===== config.mk =====
export PLATFORM = sky130hd
export DESIGN_NAME = md5cs_out_stage
export DESIGN_NICKNAME = d
export VERILOG_FILES = /design/src/hdl/md5cs_pkg.sv /design/src/hdl/md5cs_out_stage.sv
export SDC_FILE = /design/constraint.sdc
export NUM_CORES = 1
export LEC_CHECK = 0
export BUFFER_PORTS_ARGS = -buffer_cell sky130_fd_sc_hd__buf_2
export CAP_MARGIN = 20
export CORE_AREA = 2 2 76 78
export DETAILED_ROUTE_END_ITERATION = 10
export DIE_AREA = 0 0 78 80
export GPL_TIMING_DRIVEN = 0
export MAX_ROUTING_LAYER = met4
export PLACE_DENSITY = 0.84
export SYNTH_ARGS = -nofsm -noshare
export SYNTH_HDL_FRONTEND = slang
export SYNTH_SLANG_ARGS = --single-unit

===== constraint.sdc =====
create_clock -name clk -period 4.5 [get_ports clk]
set_input_delay 0.675 -clock clk [delete_from_list [all_inputs] [get_ports clk]]
set_output_delay 0.675 -clock clk [all_outputs]
set_load 0.1 [all_outputs]

===== src/hdl/md5cs_pkg.sv =====
// Package for the MD5 command-number seed pipeline: stage state type,
// chaining constants, round table and per-round helper functions.
// No dependencies.
`timescale 1ns / 1ps

package md5cs_pkg;

  localparam int NUM_ROUNDS = 64;

  localparam logic [31:0] IV_A      = 32'h67452301;
  localparam logic [31:0] IV_B      = 32'hefcdab89;
  localparam logic [31:0] IV_C      = 32'h98badcfe;
  localparam logic [31:0] IV_D      = 32'h10325476;
  localparam logic [31:0] PAD_WORD  = 32'h00000080;
  localparam logic [31:0] LEN_WORD  = 32'h00000020;
  localparam logic [3:0]  PAD_IDX   = 4'd1;
  localparam logic [3:0]  LEN_IDX   = 4'd14;
  localparam logic [3:0]  NUM_IDX   = 4'd0;

  localparam logic [1:0] PHASE_F = 2'd0;
  localparam logic [1:0] PHASE_G = 2'd1;
  localparam logic [1:0] PHASE_H = 2'd2;
  localparam logic [1:0] PHASE_I = 2'd3;

  localparam logic [31:0] K_TABLE [NUM_ROUNDS] = '{
    32'hd76aa478, 32'he8c7b756, 32'h242070db, 32'hc1bdceee,
    32'hf57c0faf, 32'h4787c62a, 32'ha8304613, 32'hfd469501,
    32'h698098d8, 32'h8b44f7af, 32'hffff5bb1, 32'h895cd7be,
    32'h6b901122, 32'hfd987193, 32'ha679438e, 32'h49b40821,
    32'hf61e2562, 32'hc040b340, 32'h265e5a51, 32'he9b6c7aa,
    32'hd62f105d, 32'h02441453, 32'hd8a1e681, 32'he7d3fbc8,
    32'h21e1cde6, 32'hc33707d6, 32'hf4d50d87, 32'h455a14ed,
    32'ha9e3e905, 32'hfcefa3f8, 32'h676f02d9, 32'h8d2a4c8a,
    32'hfffa3942, 32'h8771f681, 32'h6d9d6122, 32'hfde5380c,
    32'ha4beea44, 32'h4bdecfa9, 32'hf6bb4b60, 32'hbebfbc70,
    32'h289b7ec6, 32'heaa127fa, 32'hd4ef3085, 32'h04881d05,
    32'hd9d4d039, 32'he6db99e5, 32'h1fa27cf8, 32'hc4ac5665,
    32'hf4292244, 32'h432aff97, 32'hab9423a7, 32'hfc93a039,
    32'h655b59c3, 32'h8f0ccc92, 32'hffeff47d, 32'h85845dd1,
    32'h6fa87e4f, 32'hfe2ce6e0, 32'ha3014314, 32'h4e0811a1,
    32'hf7537e82, 32'hbd3af235, 32'h2ad7d2bb, 32'heb86d391
  };

  localparam logic [4:0] ROT_TABLE [16] = '{
    5'd7, 5'd12, 5'd17, 5'd22,
    5'd5, 5'd9,  5'd14, 5'd20,
    5'd4, 5'd11, 5'd16, 5'd23,
    5'd6, 5'd10, 5'd15, 5'd21
  };

  // State handed from one round cell to the next.
  typedef struct packed {
    logic        valid;
    logic [31:0] a;
    logic [31:0] b;
    logic [31:0] c;
    logic [31:0] d;
    logic [31:0] num;
  } md5cs_state_t;

  function automatic logic [1:0] md5cs_phase(input int r);
    return 2'(r / 16);
  endfunction

  // Message word index used by round r.
  function automatic logic [3:0] md5cs_msg_idx(input int r);
    logic [1:0] ph;
    logic [3:0] rr;
    ph = md5cs_phase(r);
    rr = 4'(r);
    case (ph)
      PHASE_F: return rr;
      PHASE_G: return 4'(5 * rr + 1);
      PHASE_H: return 4'(3 * rr + 5);
      PHASE_I: return 4'(7 * rr);
      default: return rr;
    endcase
  endfunction

  function automatic logic [4:0] md5cs_rot(input int r);
    return ROT_TABLE[{md5cs_phase(r), 2'(r)}];
  endfunction

  // Fixed part of the padded block; word 0 carries the command number.
  function automatic logic [31:0] md5cs_const_word(input logic [3:0] idx);
    case (idx)
      PAD_IDX: return PAD_WORD;
      LEN_IDX: return LEN_WORD;
      default: return 32'h0;
    endcase
  endfunction

endpackage


===== src/hdl/md5cs_out_stage.sv =====
// Output register: final chaining add and seed extraction.
// Depends on md5cs_pkg.
`timescale 1ns / 1ps

module md5cs_out_stage (
  input  logic                     clk,
  input  logic                     rst_n,
  input  logic                     en,
  input  md5cs_pkg::md5cs_state_t  st_i,
  output logic                     valid_o,
  output logic [30:0]              seed_o
);
  import md5cs_pkg::*;

  logic        valid_r;
  logic [30:0] seed_r, seed_nxt;
  logic [31:0] b_sum;
  logic [31:0] c_sum;

  assign b_sum    = st_i.b + IV_B;
  assign c_sum    = st_i.c + IV_C;
  // Digest bytes 6..9: upper half of b, then lower half of c, top bit dropped.
  assign seed_nxt = {c_sum[14:0], b_sum[31:16]};

  always_ff @(posedge clk) begin
    if (!rst_n) begin
      valid_r <= 1'b0;
    end else if (en) begin
      valid_r <= st_i.valid;
    end
  end

  always_ff @(posedge clk) begin
    if (en) begin
      seed_r <= seed_nxt;
    end
  end

  assign valid_o = valid_r;
  assign seed_o  = seed_r;

endmodule


Yosys cells after proc, flatten, opt, wreduce, memory -nomap -nowiden
Index checks and enable logic that the tools add are counted.
- $mul: 0
- equal/unequal tests: 0
- shift-type cells: 0
- div/mod/pow operators: 0
- bitwise operators: 0
- magnitude comparators: 0
- mux-type cells: 0
- reductions and logical operators: 0
- add/sub/neg operators: 2
- operators by type and width (cell ; number):
    $add 32x32->32 const B ; 1
    $add 15x15->15 const B ; 1
- memories: 0
- ROM bits: 0
- bits in writable memories: 0
- bits in latches: 0
- flip-flop bits (word level): 32
- output and inout port bits: 32
- logic and storage cells: 4
- input bits: 164

Logic depth before layout (Yosys ltp)
- word-level depth: 1
- depth in mapped cells: 7
- gate-level depth less buffers: 5

Worst setup path after synthesis
OpenSTA, ideal clock, no wires.
- path kind: input -> register
- from: input port st_i[121] in the netlist's numbering
- to: register seed_r[15] (netlist: seed_o[15]), data pin
- data arrival time: 1.942 ns
- setup time: 0.266 ns
- setup slack: 2.293 ns
- path buffers: 0
- required time: 4.234 ns
- stages: 5
- path through: or4_4 -> or2_4 -> o31ai_2 -> o311ai_1 -> xnor2_1
- cells in the longest elaborated chain, start to end: 1
- RTL lines (element ; line ; text):
    from (decl) ; md5cs_out_stage.sv:9 ; input md5cs_pkg::md5cs_state_t st_i,
    $add 32x32->32 ; md5cs_out_stage.sv:20 ; assign b_sum = st_i.b + IV_B;
    via b_sum[31] ; md5cs_out_stage.sv:17 ; logic [31:0] b_sum;
    to (signal assigned) ; md5cs_out_stage.sv:35 ; seed_r <= seed_nxt;
    to (decl) ; md5cs_out_stage.sv:16 ; logic [30:0] seed_r, seed_nxt;
The timed path passes the listed nets, and every way through them passes these cells.
A chain may end at the register's enable or synchronous reset.

Worst setup path in the final report
- from: input port st_i[119] in the netlist's numbering
- to: register seed_r[15] (netlist: seed_o[15]), data pin
Same word-level chain as after synthesis.

==> results.md <==
- Final Cycle Share: 46.56%
- Reg2reg start: valid_o
- R2R Setup Slk: 3.90 ns
- Total GRT Usage: 12.22%
- Int Pwr: 0.5303 mW
- Post-route DRC: 0
- Clock latency on the worst-skew pair: 0.27 ns
- Initial antenna violation count: 0
- Reg clk slew, reported paths: 0.06 ns
- Vert. Die Dim: 80 µm
- IO buf count: 81
- Register share of total power: 41.1%
- Synth Instances: 139
- Mux cell area share after synthesis: 0.6011%
- Seq/Total Area, Yosys: 57.10%
- CP Class: in -> reg
- Final Hold Viols: 0
- Outcome: completed
- Post-synth EDFFs: 31
- Vias in the first global route: 1,289
- Switch Pwr: 0.3652 mW
- CTS tree: yes
- Max Slew Vio Count: 0
- Syn Nets: 304
- Io pins: 196
- Clk_skew: 0 ns
- Clk sinks: 32
- Distinct cells, synth: 42
- Worst Hold Class: reg -> reg
- Main combinational cell family by area after synthesis: simple AND/OR/NAND/NOR gates
- Max Cap Viol: 0
- Post-CTS setup buffer count: 0
- Reg2reg path depth: 2
- Global route overflow: 0
- Cells after DPL: 292
- Critical path peak fanout: 5
- RSZ-0062 raised after global routing: no
- Worst setup EP type: flip-flop
- DRT Wirelength: 3663 µm
- CTS buffer count: 5
- Post-synthesis adder-cell area fraction: 0.7513%
- Slew @ Worst Pin: 0.7155 ns
- Number of antenna repair diodes: 0
- Die width: 78 µm
- Share of cells above drive strength 1: 41.67%
- Endpoints failing setup: 0
- Pwr dens: 399.6 nW/µm²
- Antenna viol nets, final: 0
- Final Critical Period: 2.095 ns
- Wirelength per Cell: 12.21 µm
- CTS H-tree lvls: 2
- Synth top cells by count: edfxtp_1, nand2_1, xnor2_1
- Dpl hpwl: 2930 µm
- Most frequent cell after synthesis: edfxtp_1
- Ys flop type: edfxtp_1
- Compound-Gate Fraction of Synth Area: 13.22%
- Filler Cell Count: 529
- Main area contributors after synthesis: edfxtp_1, xnor2_1, xor2_1
- Ys async rst share: 0%
- Top cell type's share of synthesized area: 55.90%
- Total core area: 5405 µm²
- Layout Nets: 392
- Vias per Instance: 4.593
- Post-synthesis xor/xnor area fraction: 10.52%
- Combinational power share: 36.2%
- Final Util: 41.46%
- R2r endpoint: valid_o
- VDD IR max: 0.0001524 V
- Die area: 6240 µm²
- CTS resizes: 0
- Design area: 2241 µm²
- FF+latch count, synth: 32
- Synthesized area: 1665 µm²
- Crit path DAT: 2.11 ns
- Longest Clk Path Bufs: 2
- Syn-to-layout area delta: 34.56%
- Row count: 27
- Root buf cell: clkbuf_8
- Clk network pwr share: 22.8%
- Syn. warnings: 0
- Leak: 0.9389 nW
- Crit path launch: st_i[119]
- Fmax: 0.4773 GHz
- Cell Count, Final, Fillers Out: 300
- # hold bufs at CTS: 0
- First-pass GRT wire length: 5796 µm
- Critical path capture point: seed_o[15]
- Gpl congestion: 0.8173
- Setup_tns: 0 ns
- Avg Cell Area, Syn: 11.98 µm²
- Simple-gate share of the synthesized area: 15.78%
- Drt initial violations: 19
- Max-slew headroom: 52.30%
- Critical path data required time: 4.52 ns
- Switch share: 40.78%
- Initial cell density of the core: 30.81%
- Critical path launch point type: primary input
- Maximum number of pins on one net before global-route repair: 33
- Cell taking the most area after synthesis: edfxtp_1
- First-pass DRT Iterations: 4
- Cell Area, Placed: 2161 µm²
- Via count: 1,378
-- state kept, by name, summed over array words and instances (netlist names) --
| name | count |
|---|---|
| valid_o | 1 |
| seed_o | 31 |
-- worst min-delay path by stage --
stage               startpoint          to  slack (ns)  depth (start not counted)
floorplan             st_i[64]  seed_o[16]        0.77                          0
global placement       valid_o     valid_o        0.49                          2
detailed placement     valid_o     valid_o        0.53                          2
CTS                    valid_o     valid_o        0.55                          2
global route          st_i[64]  seed_o[16]        0.58                          1
finish                 valid_o     valid_o        0.53                          2
-- critical path, stage by stage --
cell	delay (ns)
buf_2	0.12
or4_4	0.52
or2_4	0.27
o31ai_2	0.21
o311ai_1	0.16
xnor2_1	0.15
-- cell type report --
cell class | instances | area (µm²) | share of cell area (%)
Inverter | 5 | 18.77 | 0.8375
Buffer | 2 | 15.01 | 0.6700
Sequential cell | 32 | 950.9 | 42.43
Tap cell | 72 | 90.09 | 4.020
Clock buffer | 8 | 80.08 | 3.573
Timing Repair Buffer | 81 | 405.4 | 18.09
Multi-Input combinational cell | 100 | 680.7 | 30.37
-- stage by stage --
step                setup slack (ns)  hold slack [ns]  total power, mW
finish                         2.405           0.5341           0.8955
global route                   2.310           0.5755           0.9361
CTS                            2.414           0.5481           0.9072
detailed placement             2.116           0.5302           0.6998
global placement               2.122           0.4934           0.6958
floorplan                      2.293           0.7739           0.6289
-- power by group through the flow --
stage	logic [mW]	registers [mW]	clock network, mW
floorplan	0.0433	0.586	0
global placement	0.322	0.373	0
detailed placement	0.325	0.375	0
CTS	0.326	0.368	0.213
global route	0.337	0.371	0.229
finish	0.324	0.368	0.204
-- per-layer routing --
metal  global-route usage [%]  wire, µm
met4                    3.158        17
met1                    13.53      1472
met3                    3.733       297
met5                        -         0
met2                    21.55      1875
-- kinds of logic (layout without fill, tap and decap cells) --
| family | after synthesis | after routing |
|---|---|---|
| buffers and inverters | 7 | 96 |
| and+or+nand+nor | 45 | 45 |
| adders and majority gates | 1 | 1 |
| AOI/OAI and AO/OA | 33 | 33 |
| xor gates and xnor gates | 20 | 20 |
| muxes | 1 | 1 |
| DFF | 32 | 32 |
-- placed cells by master (no fill, tap or decap), types with 3 or more instances in the layout --
master    netlist  final
nand2b_1        3      3
nor2_1          7      7
buf_2           0     81
edfxtp_1       31     31
clkbuf_1        1      4
nand2_1        12     12
nor4_1          3      3
a31oi_1         4      4
inv_1           5      5
xor2_1          8      8
xnor2_1        12     12
nand3_1         3      3
clkbuf_8        0      5
o21ai_0         9      9
a21oi_1         4      4
Note: power is estimated with default switching activity, not from simulation.
