`src/hdl/md5cs_pkg.sv`:
```
// Package for the MD5 command-number seed pipeline: stage state type,
// chaining constants, round table and per-round helper functions.
// No dependencies.
`timescale 1ns / 1ps

package md5cs_pkg;

  localparam int NUM_ROUNDS = 64;

  localparam logic [31:0] IV_A      = 32'h67452301;
  localparam logic [31:0] IV_B      = 32'hefcdab89;
  localparam logic [31:0] IV_C      = 32'h98badcfe;
  localparam logic [31:0] IV_D      = 32'h10325476;
  localparam logic [31:0] PAD_WORD  = 32'h00000080;
  localparam logic [31:0] LEN_WORD  = 32'h00000020;
  localparam logic [3:0]  PAD_IDX   = 4'd1;
  localparam logic [3:0]  LEN_IDX   = 4'd14;
  localparam logic [3:0]  NUM_IDX   = 4'd0;

  localparam logic [1:0] PHASE_F = 2'd0;
  localparam logic [1:0] PHASE_G = 2'd1;
  localparam logic [1:0] PHASE_H = 2'd2;
  localparam logic [1:0] PHASE_I = 2'd3;

  localparam logic [31:0] K_TABLE [NUM_ROUNDS] = '{
    32'hd76aa478, 32'he8c7b756, 32'h242070db, 32'hc1bdceee,
    32'hf57c0faf, 32'h4787c62a, 32'ha8304613, 32'hfd469501,
    32'h698098d8, 32'h8b44f7af, 32'hffff5bb1, 32'h895cd7be,
    32'h6b901122, 32'hfd987193, 32'ha679438e, 32'h49b40821,
    32'hf61e2562, 32'hc040b340, 32'h265e5a51, 32'he9b6c7aa,
    32'hd62f105d, 32'h02441453, 32'hd8a1e681, 32'he7d3fbc8,
    32'h21e1cde6, 32'hc33707d6, 32'hf4d50d87, 32'h455a14ed,
    32'ha9e3e905, 32'hfcefa3f8, 32'h676f02d9, 32'h8d2a4c8a,
    32'hfffa3942, 32'h8771f681, 32'h6d9d6122, 32'hfde5380c,
    32'ha4beea44, 32'h4bdecfa9, 32'hf6bb4b60, 32'hbebfbc70,
    32'h289b7ec6, 32'heaa127fa, 32'hd4ef3085, 32'h04881d05,
    32'hd9d4d039, 32'he6db99e5, 32'h1fa27cf8, 32'hc4ac5665,
    32'hf4292244, 32'h432aff97, 32'hab9423a7, 32'hfc93a039,
    32'h655b59c3, 32'h8f0ccc92, 32'hffeff47d, 32'h85845dd1,
    32'h6fa87e4f, 32'hfe2ce6e0, 32'ha3014314, 32'h4e0811a1,
    32'hf7537e82, 32'hbd3af235, 32'h2ad7d2bb, 32'heb86d391
  };

  localparam logic [4:0] ROT_TABLE [16] = '{
    5'd7, 5'd12, 5'd17, 5'd22,
    5'd5, 5'd9,  5'd14, 5'd20,
    5'd4, 5'd11, 5'd16, 5'd23,
    5'd6, 5'd10, 5'd15, 5'd21
  };

  // State handed from one round cell to the next.
  typedef struct packed {
    logic        valid;
    logic [31:0] a;
    logic [31:0] b;
    logic [31:0] c;
    logic [31:0] d;
    logic [31:0] num;
  } md5cs_state_t;

  function automatic logic [1:0] md5cs_phase(input int r);
    return 2'(r / 16);
  endfunction

  // Message word index used by round r.
  function automatic logic [3:0] md5cs_msg_idx(input int r);
    logic [1:0] ph;
    logic [3:0] rr;
    ph = md5cs_phase(r);
    rr = 4'(r);
    case (ph)
      PHASE_F: return rr;
      PHASE_G: return 4'(5 * rr + 1);
      PHASE_H: return 4'(3 * rr + 5);
      PHASE_I: return 4'(7 * rr);
      default: return rr;
    endcase
  endfunction

  function automatic logic [4:0] md5cs_rot(input int r);
    return ROT_TABLE[{md5cs_phase(r), 2'(r)}];
  endfunction

  // Fixed part of the padded block; word 0 carries the command number.
  function automatic logic [31:0] md5cs_const_word(input logic [3:0] idx);
    case (idx)
      PAD_IDX: return PAD_WORD;
      LEN_IDX: return LEN_WORD;
      default: return 32'h0;
    endcase
  endfunction

endpackage

```
`src/hdl/md5cs_round_cell.sv`:
```
// One MD5 round as a registered cell of the pipeline chain.
// Depends on md5cs_pkg.
`timescale 1ns / 1ps

module md5cs_round_cell #(
  parameter int ROUND = 0
) (
  input  logic                     clk,
  input  logic                     rst_n,
  input  logic                     en,
  input  md5cs_pkg::md5cs_state_t  st_i,
  output md5cs_pkg::md5cs_state_t  st_o
);
  import md5cs_pkg::*;

  localparam logic [1:0]  PHASE    = md5cs_phase(ROUND);
  localparam logic [3:0]  IDX      = md5cs_msg_idx(ROUND);
  localparam logic [4:0]  SH       = md5cs_rot(ROUND);
  localparam logic        USE_NUM  = (IDX == NUM_IDX);
  // Round constant already folded with the fixed message word.
  localparam logic [31:0] KM       = K_TABLE[ROUND] + md5cs_const_word(IDX);

  md5cs_state_t st_r, st_nxt;
  logic [31:0]  mix;
  logic [31:0]  sum;
  logic [31:0]  rot;

  always_comb begin
    case (PHASE)
      PHASE_F: mix = (st_i.b & st_i.c) | (~st_i.b & st_i.d);
      PHASE_G: mix = (st_i.d & st_i.b) | (~st_i.d & st_i.c);
      PHASE_H: mix = st_i.b ^ st_i.c ^ st_i.d;
      PHASE_I: mix = st_i.c ^ (st_i.b | ~st_i.d);
      default: mix = 32'h0;
    endcase
  end

  assign sum = st_i.a + mix + KM + (USE_NUM ? st_i.num : 32'h0);
  assign rot = (sum << SH) | (sum >> (6'd32 - {1'b0, SH}));

  always_comb begin
    st_nxt.valid = st_i.valid;
    st_nxt.a     = st_i.d;
    st_nxt.b     = st_i.b + rot;
    st_nxt.c     = st_i.b;
    st_nxt.d     = st_i.c;
    st_nxt.num   = st_i.num;
  end

  always_ff @(posedge clk) begin
    if (!rst_n) begin
      st_r.valid <= 1'b0;
    end else if (en) begin
      st_r <= st_nxt;
    end
  end

  assign st_o = st_r;

endmodule

```
`config.mk`:
```
export PLATFORM = sky130hd
export DESIGN_NAME = md5cs_round_cell
export DESIGN_NICKNAME = d
export VERILOG_FILES = /design/src/hdl/md5cs_pkg.sv /design/src/hdl/md5cs_round_cell.sv
export SDC_FILE = /design/constraint.sdc
export NUM_CORES = 1
export LEC_CHECK = 0
export CORE_UTILIZATION = 50
export CTS_BUF_LIST = sky130_fd_sc_hd__clkbuf_16
export DETAILED_ROUTE_END_ITERATION = 7
export DONT_BUFFER_PORTS = 1
export HOLD_SLACK_MARGIN = 0.08
export PLACE_DENSITY = 0.67
export SETUP_SLACK_MARGIN = 0.3
export SKIP_CTS_REPAIR_TIMING = 1
export SYNTH_ARGS = -nofsm -noshare
export SYNTH_HDL_FRONTEND = slang
export SYNTH_SLANG_ARGS = --single-unit
```
`constraint.sdc`:
```
create_clock -name clk -period 8.2 [get_ports clk]
set_input_delay 0.82 -clock clk [delete_from_list [all_inputs] [get_ports clk]]
set_output_delay 0.82 -clock clk [all_outputs]
set_load 0.1 [all_outputs]
```
# Yosys cells after proc, flatten, opt, wreduce, memory -nomap -nowiden
# Index checks and enable logic that the tools add are counted.
dict set report op_classes {
  bitwise_logic 5
  n_addsub 4
  reduce_logical 1
}
# operator n
set ops {}
lappend ops {{32-bit adder} 3}
lappend ops {{32-bit bitwise AND} 2}
lappend ops {{32-bit adder (second input constant)} 1}
lappend ops {{32-bit inverter} 1}
lappend ops {{32-bit bitwise OR} 1}
lappend ops {{32-bit by 7-bit bitwise OR with 32-bit output} 1}
lappend ops {{2-bit AND reduction} 1}
dict set report word_totals {
  word_cells 16
  inputBits 164
  output_inout_bits 161
  reg_bits 161
}

# Depth between registers and ports, before layout
# Gate-level depths: netlist of run 1.
dict set report depth {
  word_depth 8
  mapped_depth 23
  ltp_nobuf 22
}

# Worst setup path before layout of run 1
# OpenSTA, ideal clock, no wires.
dict set report synth_timing {
  path_type {in2reg}
  from {in st_i[97] (netlist name)}
  to {reg st_r, in the netlist st_o[126] (data pin)}
  arrival_ns 5.410
  n_path_buf 0
  path_stages 21
  setup_ns 0.281
  t_required_ns 7.919
  path_slack_ns 2.509
  path_cell_list {mux2_2 fa_1 ha_1 ha_1 inv_1 fa_1 nor2b_4 o31a_1 o311ai_4 a21oi_2 a211oi_2 o21ai_1 xor2_1 fa_1 a211oi_1 nor2_1 a21o_1 a21bo_2 a2111oi_2 o21a_1 o311ai_0}
}
# item line_no
set synth_lines {}
lappend synth_lines {{start, declared} md5cs_round_cell.sv:11} ;# input md5cs_pkg::md5cs_state_t st_i,
lappend synth_lines {{end signal, assigned} md5cs_round_cell.sv:54} ;# st_r <= st_nxt;
lappend synth_lines {{end, declared} md5cs_round_cell.sv:23} ;# md5cs_state_t st_r, st_nxt;

==> qor.json, run 1 <==
{
  "cells_and_area": {
    "area_growth_pct": 9.13,
    "num_antenna_cells": 0,
    "layout.core_utilization": 0.561,
    "final-instance-count-excl-fill": 1163,
    "fraction_of_final_layout_cells_sized_beyond_drive_strength_1": 0.0646,
    "layout.nets": 1172,
    "largest_register_ff_count": 161
  },
  "clock_network": {
    "clk_path_buf_depth": 2,
    "clk_pin_slew_ns": 0.07,
    "tritoncts.num_buffers": 17,
    "cts_tree": "yes",
    "clk_latency_ns": 0.42,
    "h-tree-depth": 4,
    "root_buffer": "clkbuf_16",
    "cts_sinks": 161
  },
  "timing": {
    "final_min_period_over_clock_period": 0.720,
    "max_clock_freq_mhz": 169,
    "skew_ns": 0,
    "timing_worst_slew_pin_value_ns": 0.982,
    "unrepaired_setup_endpoints_after_global_routing": "no",
    "setup_viol": 0,
    "worst_slew_margin_rel": 0.347,
    "finalHoldViolCount": 0,
    "post-route-worst-setup-slack_ns": 2.29,
    "timing.final.crit_period_ns": 5.91,
    "tns_ns": 0,
    "drv_slew": 0
  },
  "place": {
    "dp.final_hpwl_mm": 18.4,
    "pre_cts_ws_ns": 1.90,
    "gp_congestion": 0.893,
    "placement.io_buffers": 0,
    "dp_cells": 1131
  },
  "logic_synthesis": {
    "synth_area_per_cell_um2": 11.5,
    "netlist_top_cells_count": "edfxtp_1 (160), inv_1 (136), ha_1 (90)",
    "postSynth.asyncResetShare": 0,
    "post_synth_inst_count": 879,
    "mappedNetlistNets": 1166,
    "synth_enable_flop_cells": 160,
    "synth_top_cell_by_area": "edfxtp_1",
    "post_synth_num_cell_types": 54,
    "synth_area_leaders": "edfxtp_1 (48%), ha_1 (11%), fa_1 (6.5%), inv_1 (5.1%), xnor2_1 (3.0%)",
    "ys_seq_area_frac": 0.477,
    "synthFlopType": "edfxtp_1",
    "synth.cell_area_um2": 10100,
    "synth_largest_type_area_fraction": 0.475,
    "ys_warn_count": 0,
    "synth_seq_cells": 161,
    "synth_most_common_cell": "edfxtp_1"
  },
  "die": {
    "initial_core_util": 0.514,
    "fp-row-count": 51,
    "die-area_um2": 20800,
    "ios": 325,
    "die_x_um": 144,
    "die-height_um": 144,
    "core_region_area_um2": 19700
  },
  "job": {
    "cap_viol_max_count": 0
  },
  "power": {
    "static-leakage-power_nw": 4.59,
    "worst_ir_drop_vdd_mv": 0.237,
    "fin_total_pwr_mw": 4.71,
    "power_density_nw_per_um2": 427
  },
  "detailed_routing": {
    "drcViolationCount": 0,
    "avgRoutedWirePerCell_um": 20.0,
    "antenna_violating_nets_post_route": 0,
    "detail_route.first_pass.iterations": 5,
    "drt-total-wl_mm": 23.3,
    "num_vias": 6668,
    "route.detailed.vias_per_inst": 5.73,
    "detail_route.iter0.violations": 355
  },
  "status": {
    "status": "complete, no violations"
  },
  "critical_path": {
    "critPathArrivalTime_ns": 6.05,
    "critPathRequiredTime_ns": 8.35,
    "reg2reg_slack_ns": 6.86,
    "critical_path_sink_type": "flip-flop",
    "worstPathMaxFanout": 5,
    "worst_setup_path_start_kind": "primary input",
    "criticalPathCategory": "in2reg"
  },
  "grt": {
    "first_global_vias": 6489,
    "grt_remaining_overflow": 0,
    "grt_start_max_net_pins": 73,
    "globalRouteTotalUtil": 0.226,
    "grt_first_pass_wirelength_mm": 35.1,
    "number_of_antenna_violations_at_the_first_check_in_global_routing": 0
  },
  "worst_hold_path": {
    "worstHoldPathType": "in2reg"
  }
}
## final cells by class
| type | count | area [um^2] |
|---|---|---|
| fill | 1720 | 8620 |
| multi-input combinational | 567 | 4720 |
| inverter | 136 | 510 |
| sequential | 161 | 4820 |
| tap | 265 | 332 |
| clock buffer | 17 | 425 |
| clock inverter | 15 | 205 |
| timing repair buffer | 2 | 15.0 |
## cell families after synthesis
kind of cell | share of synthesized area
simple gates | 0.0775
fa+ha+maj | 0.177
xor+xnor | 0.0425
flops | 0.477
compound gates | 0.132
buf+inv | 0.0561
mux | 0.0375
## placed cells by master, fill, tap and decap left out, types with 26 or more instances in the layout
master / count
nor3_1: 26
edfxtp_1: 160
ha_1: 90
a21oi_1: 59
a21o_1: 27
nand2_1: 33
o21ai_0: 27
inv_1: 137
nor2_1: 40
fa_1: 33
xnor2_1: 35
## path summary, 6_finish.rpt
check        depth (start not counted)      start   endpoint
max                                 19   st_i[98]  st_o[126]
min                                  0   st_i[67]   st_o[35]
max reg2reg                          2  st_o[160]  st_o[160]
min reg2reg                          2  st_o[160]  st_o[160]
## worst max-delay path, stage by stage
cell and delay, ns:
mux2i_1 0.12, fa_1 0.37, inv_1 0.12, fa_1 0.44, ha_1 0.31, a211oi_1 0.34
o21ai_1 0.18, o211ai_1 0.37, a31oi_1 0.23, o41ai_2 0.65, xnor2_1 0.15, ha_1 0.35
a211oi_1 0.26, nor2_1 0.11, a21o_1 0.22, a21bo_2 0.28, a2111oi_2 0.37, o21a_1 0.22
o311ai_0 0.13
## through the flow
step | area, um^2 | hold WS [ns]
3_3_place_gp | 10400 | 0.919
6_report | 11000 | 0.489
4_1_cts | 11000 | 0.471
2_1_floorplan | 10100 | 0.919
5_1_grt | 11000 | 0.462
3_5_place_dp | 10400 | 0.919
## routing by layer
metal / GRT usage / routed length [um]
met1: 0.294 / 9980
met2: 0.371 / 11000
met3: 0.0656 / 1900
met4: 0.0576 / 367
met5: 0 / 0
## where the power goes
part	leakage (nW)	internal [mW]	switching, mW
combinational	2.76	0.765	1.08
sequential	1.51	1.12	0.901
clock	0.312	0.491	0.358
Note: power is estimated with default switching activity, not from simulation.
==> run 2: changes to the inputs <==
Clock period 8.2 ns to 5.7 ns, I/O delays scaled along.
==> run 2 against run 1 <==
Against the previous run: flip-flop and latch count is the same; final cell count grew 2.8%; design area grew 3.0%; first-iteration DRC count grew 24%; wire length grew 2.4%; clock skew is the same; die area is the same.
==> qor.json, run 2 (synthesized netlist as in run 1, its figures left out) <==
{
  "status": {
    "status": "complete, no violations"
  },
  "detailed_routing": {
    "drt-total-wl_mm": 23.8,
    "drcViolationCount": 0,
    "route.detailed.vias_per_inst": 5.67,
    "num_vias": 6777,
    "avgRoutedWirePerCell_um": 19.9,
    "antenna_violating_nets_post_route": 0,
    "detail_route.iter0.violations": 441,
    "detail_route.first_pass.iterations": 5
  },
  "die": {
    "die-height_um": 144,
    "ios": 325,
    "core_region_area_um2": 19700,
    "die-area_um2": 20800,
    "initial_core_util": 0.514,
    "die_x_um": 144,
    "fp-row-count": 51
  },
  "timing": {
    "worst_slew_margin_rel": 0.348,
    "skew_ns": 0,
    "setup_viol": 0,
    "drv_slew": 0,
    "timing_worst_slew_pin_value_ns": 0.980,
    "unrepaired_setup_endpoints_after_global_routing": "no",
    "final_min_period_over_clock_period": 0.917,
    "post-route-worst-setup-slack_ns": 0.470,
    "max_clock_freq_mhz": 191,
    "finalHoldViolCount": 0,
    "timing.final.crit_period_ns": 5.23
  },
  "cells_and_area": {
    "largest_register_ff_count": 161,
    "layout.cells.most_common_list": "edfxtp_1 (160), inv_1 (135), ha_1 (83), a21oi_1 (59), nor2_1 (39)",
    "mostFrequentLayoutCell": "edfxtp_1",
    "area_growth_pct": 12.4,
    "layout.nets": 1205,
    "design_area_um2": 11400,
    "final-instance-count-excl-fill": 1196,
    "fraction_of_final_layout_cells_sized_beyond_drive_strength_1": 0.125,
    "num_antenna_cells": 0
  },
  "clock_network": {
    "clk_pin_slew_ns": 0.07,
    "clk_path_buf_depth": 2,
    "tritoncts.num_buffers": 17,
    "h-tree-depth": 4,
    "root_buffer": "clkbuf_16",
    "cts_tree": "yes",
    "clk_latency_ns": 0.43,
    "cts_sinks": 161
  },
  "power": {
    "power.share.clock": 0.167,
    "power_density_nw_per_um2": 615,
    "p_seq_frac": 0.416,
    "power_switching_share": 0.494,
    "static-leakage-power_nw": 4.72,
    "worst_ir_drop_vdd_mv": 0.479,
    "comb_power_share": 0.417,
    "internal_power_mw": 3.54,
    "total_switching_power_mw": 3.45
  },
  "grt": {
    "grt_first_pass_wirelength_mm": 36.0,
    "number_of_antenna_violations_at_the_first_check_in_global_routing": 0,
    "globalRouteTotalUtil": 0.233,
    "first_global_vias": 6788,
    "grt_remaining_overflow": 0,
    "grt_start_max_net_pins": 90
  },
  "critical_path": {
    "worst_r2r_endpoint": "st_o[160]",
    "timing.rr.start": "st_o[160]",
    "cp.buffers_inverters": 2,
    "worst_setup_path_start_kind": "primary input",
    "reg2regPathDepth": 2,
    "reg2reg_slack_ns": 4.39,
    "critPathRequiredTime_ns": 5.88,
    "critical_path_sink_type": "flip-flop",
    "worst_path_largest_cell_delay_ns": 0.44,
    "worstPathCellList": "mux2_2, fa_1, ha_2, ha_2, inv_1, fa_2, nor2b_4, o31a_1, o311ai_4, a21oi_2, a211oi_2, o21ai_2, xor2_2, fa_2, a211oi_2, nor2_1, a21o_1, a21bo_2, a2111oi_4, o21a_1, buf_4, xnor2_1",
    "crit_startpoint": "st_i[97]",
    "critPathCapture": "st_o[122]",
    "worstPathMaxFanout": 4,
    "critPathArrivalTime_ns": 5.41,
    "slowest_stage": "fa_1",
    "critPathTopFamily": "compound AO/OA/AOI/OAI gates",
    "criticalPathCategory": "in2reg",
    "crit_path_cell_count": 22
  },
  "place": {
    "dp_cells": 1162,
    "pre_cts_ws_ns": -0.186,
    "dp.final_hpwl_mm": 18.6,
    "gp_congestion": 0.924,
    "placement.io_buffers": 0,
    "dpl-instance-area_um2": 10700
  },
  "job": {
    "cap_viol_max_count": 0
  },
  "worst_hold_path": {
    "worstHoldPathType": "in2reg"
  }
}
==> run 2: cell types whose count changed in the layout (fill, tap and decap cells not counted), moves of 4 or more <==
cell | previous run | this run
a211oi_2 | 1 | 5
ha_1 | 90 | 83
buf_4 | 2 | 34
clkinv_4 | 6 | 2
a211oi_1 | 7 | 3
ha_2 | 0 | 6
==> run 2: worst reg2reg max path, delay by kind of cell, from the launching register on <==
kind / cells / cell delay, ns
flip-flops: 1 / 0.96
multiplexers: 1 / 0.15
AND/OR/NAND/NOR: 1 / 0.14
==> run 2: worst min-delay path by stage <==
| stage | from | to | slack (ns) | cells after the start |
|---|---|---|---|---|
| floorplan | st_i[0] | st_o[0] | 0.67 | 0 |
| global placement | st_i[88] | st_o[56] | 0.67 | 0 |
| detailed placement | st_i[69] | st_o[37] | 0.67 | 0 |
| CTS | st_i[66] | st_o[34] | 0.21 | 0 |
| global route | st_i[35] | st_o[131] | 0.21 | 0 |
| finish | st_i[14] | st_o[14] | 0.23 | 0 |
==> run 2: cell type report <==
type | count | area (um^2)
multi-input combinational | 567 | 4840
timing repair buffer | 35 | 275
clock buffer | 17 | 425
tap | 265 | 332
clock inverter | 15 | 160
inverter | 136 | 510
sequential | 161 | 4820
fill | 1671 | 8290
==> run 2: per-layer routing <==
layer  share of wire  track usage  wire, um
met1            0.42        0.297     10100
met2            0.48        0.385     11400
met5               0            0         0
met4           0.016       0.0720       391
met3           0.082       0.0626      1950
==> run 2: through the flow <==
step	hold WS, ns	utilization	total power, mW	TNS (ns)
after floorplan	0.669	-	4.97	0
after global placement	0.669	0.542	5.70	-0.127
after detailed placement	0.669	0.542	5.69	-0.476
after CTS	0.212	0.572	6.90	0
after global routing	0.211	0.578	7.40	0
final	0.232	0.578	6.99	0
==> run 2: power by group through the flow <==
stage                     Clock (mW)  Sequential (mW)  Combinational, mW
after floorplan                    0             2.89               2.08
after CTS                       1.19             2.91               2.80
final                           1.16             2.91               2.92
after global placement             0             2.94               2.76
after detailed placement           0             2.93               2.76
after global routing            1.23             2.93               3.25
==> run 3: changes to the inputs <==
Settings changed: CORE_ASPECT_RATIO from default to 1.5, CTS_BUF_LIST sky130_fd_sc_hd__clkbuf_16 to sky130_fd_sc_hd__clkbuf_4.
==> run 3 against run 2 <==
Against the previous run: first-iteration DRC count shrank 12%; wire length grew 10%; hold slack lost 0.064 ns; clock power shrank 42%; highest routed layer unchanged.
==> qor.json, run 3 (synthesized netlist as in run 1, its figures left out) <==
{
  "status": {
    "status": "complete, no violations"
  },
  "power": {
    "comb_power_share": 0.455,
    "power_switching_share": 0.516,
    "worst_ir_drop_vdd_mv": 0.190,
    "total_switching_power_mw": 3.39,
    "p_seq_frac": 0.443,
    "static-leakage-power_nw": 5.18,
    "power_density_nw_per_um2": 532,
    "internal_power_mw": 3.18,
    "power.share.clock": 0.102
  },
  "grt": {
    "gr_util_met3": 0.0507,
    "grt_start_max_net_pins": 59,
    "met1_usage_grt": 0.252,
    "grt_first_pass_wirelength_mm": 36.1,
    "first_global_vias": 6909,
    "grt_most_used_layer": "met2",
    "globalRouteTotalUtil": 0.231,
    "grt_remaining_overflow": 0,
    "grt_util_met2": 0.423,
    "number_of_antenna_violations_at_the_first_check_in_global_routing": 1
  },
  "clock_network": {
    "clk_pin_slew_ns": 0.17,
    "h-tree-depth": 4,
    "cts_sinks": 161,
    "clk_latency_ns": 0.57,
    "tritoncts.num_buffers": 17,
    "root_buffer": "clkbuf_4",
    "cts_tree": "yes",
    "clk_path_buf_depth": 2
  },
  "cells_and_area": {
    "fraction_of_final_layout_cells_sized_beyond_drive_strength_1": 0.105,
    "layout.cells.most_common_list": "edfxtp_1 (160), inv_1 (136), dlygate4sd3_1 (129), ha_1 (90), a21oi_1 (58)",
    "mostFrequentLayoutCell": "edfxtp_1",
    "largest_register_ff_count": 161,
    "final-instance-count-excl-fill": 1335,
    "area_growth_pct": 22.2,
    "layout.nets": 1349
  },
  "detailed_routing": {
    "antenna_violating_nets_post_route": 0,
    "drt-total-wl_mm": 26.2,
    "route.detailed.vias_per_inst": 5.50,
    "num_vias": 7337,
    "detail_route.iter0.violations": 387,
    "drcViolationCount": 0,
    "avgRoutedWirePerCell_um": 19.7,
    "detail_route.first_pass.iterations": 5
  },
  "worst_hold_path": {
    "min_path_cells": 2,
    "worstHoldPathType": "in2reg"
  },
  "timing": {
    "post-route-worst-setup-slack_ns": 0.503,
    "drv_slew": 0,
    "timing.final.crit_period_ns": 5.20,
    "unrepaired_setup_endpoints_after_global_routing": "no",
    "worst_slew_margin_rel": 0.337,
    "max_clock_freq_mhz": 192,
    "finalHoldViolCount": 0,
    "setup_viol": 0,
    "final_min_period_over_clock_period": 0.912,
    "skew_ns": 0,
    "timing_worst_slew_pin_value_ns": 0.997
  },
  "die": {
    "initial_core_util": 0.511,
    "ios": 325,
    "core_region_area_um2": 19800,
    "die-height_um": 176,
    "fp-row-count": 63,
    "die_x_um": 118,
    "die-area_um2": 20800
  },
  "critical_path": {
    "criticalPathCategory": "in2reg",
    "reg2regPathDepth": 2,
    "worst_setup_path_start_kind": "primary input",
    "reg2reg_slack_ns": 4.38,
    "critPathArrivalTime_ns": 5.54,
    "critical_path_sink_type": "flip-flop",
    "critPathRequiredTime_ns": 6.04,
    "worstPathMaxFanout": 4
  },
  "place": {
    "placement.io_buffers": 0,
    "gp_congestion": 0.873,
    "pre_cts_ws_ns": -0.268,
    "dp_cells": 1173,
    "dp.final_hpwl_mm": 19.2
  },
  "job": {
    "cap_viol_max_count": 0
  }
}
-- run 3: cell count changes in the layout (fill, tap and decap cells not counted), sizes merged --
cell | before | now
dlygate4sd3 | 0 | 129
buf | 35 | 50
bufinv | 2 | 1
clkinvlp | 3 | 4
diode | 0 | 1
inv | 142 | 141
-- run 3: critical path: stages --
cell	delay, ns
mux2_2	0.34
fa_1	0.38
ha_1	0.31
ha_1	0.21
inv_1	0.09
fa_2	0.25
nor2b_4	0.05
o31a_1	0.33
o311ai_4	0.31
a21oi_2	0.12
a211oi_2	0.34
o21ai_2	0.15
a311o_1	0.38
ha_1	0.33
o21ai_0	0.17
nor2_1	0.09
a21o_1	0.19
a21bo_2	0.25
a2111oi_4	0.31
o21a_1	0.19
o311ai_0	0.15
-- run 3: area by class of cell --
type,count,area [um^2]
antenna,1,2.50
tap,260,325
fill,1605,7430
multi-input combinational,567,4760
inverter,136,510
sequential,161,4820
clock buffer,17,128
clock inverter,14,134
timing repair buffer,179,1670
-- run 3: final timing paths --
check        startpoint         to
max reg2reg   st_o[160]  st_o[160]
min reg2reg   st_o[160]  st_o[160]
max            st_i[97]  st_o[126]
min           st_i[160]  st_o[160]
-- run 3: power groups by stage --
stage	Sequential, mW	Combinational [mW]	Clock (mW)
2_1_floorplan	2.89	2.08	0
3_3_place_gp	2.93	2.81	0
3_5_place_dp	2.93	2.85	0
4_1_cts	2.91	2.86	0.686
5_1_grt	2.92	3.31	0.734
6_report	2.91	2.99	0.670
-- run 3: routing by layer --
layer | routed length (um) | vias to the layer above
met5 | 0 | -
met4 | 902 | 0
met3 | 1150 | 44
met2 | 14200 | 252
met1 | 9970 | 3515
li1 | - | 3526
-- run 3: metrics by stage --
stage               setup TNS, ns   util  power, mW  area, um^2  hold slack [ns]
global route                    0  0.624       6.97       12400            0.130
global placement           -0.704  0.543       5.75       10800            0.669
floorplan                       0      -       4.97       10100            0.669
finish                          0  0.624       6.57       12400            0.168
detailed placement          -1.51  0.543       5.78       10800            0.669
CTS                             0  0.557       6.46       11000          0.00821
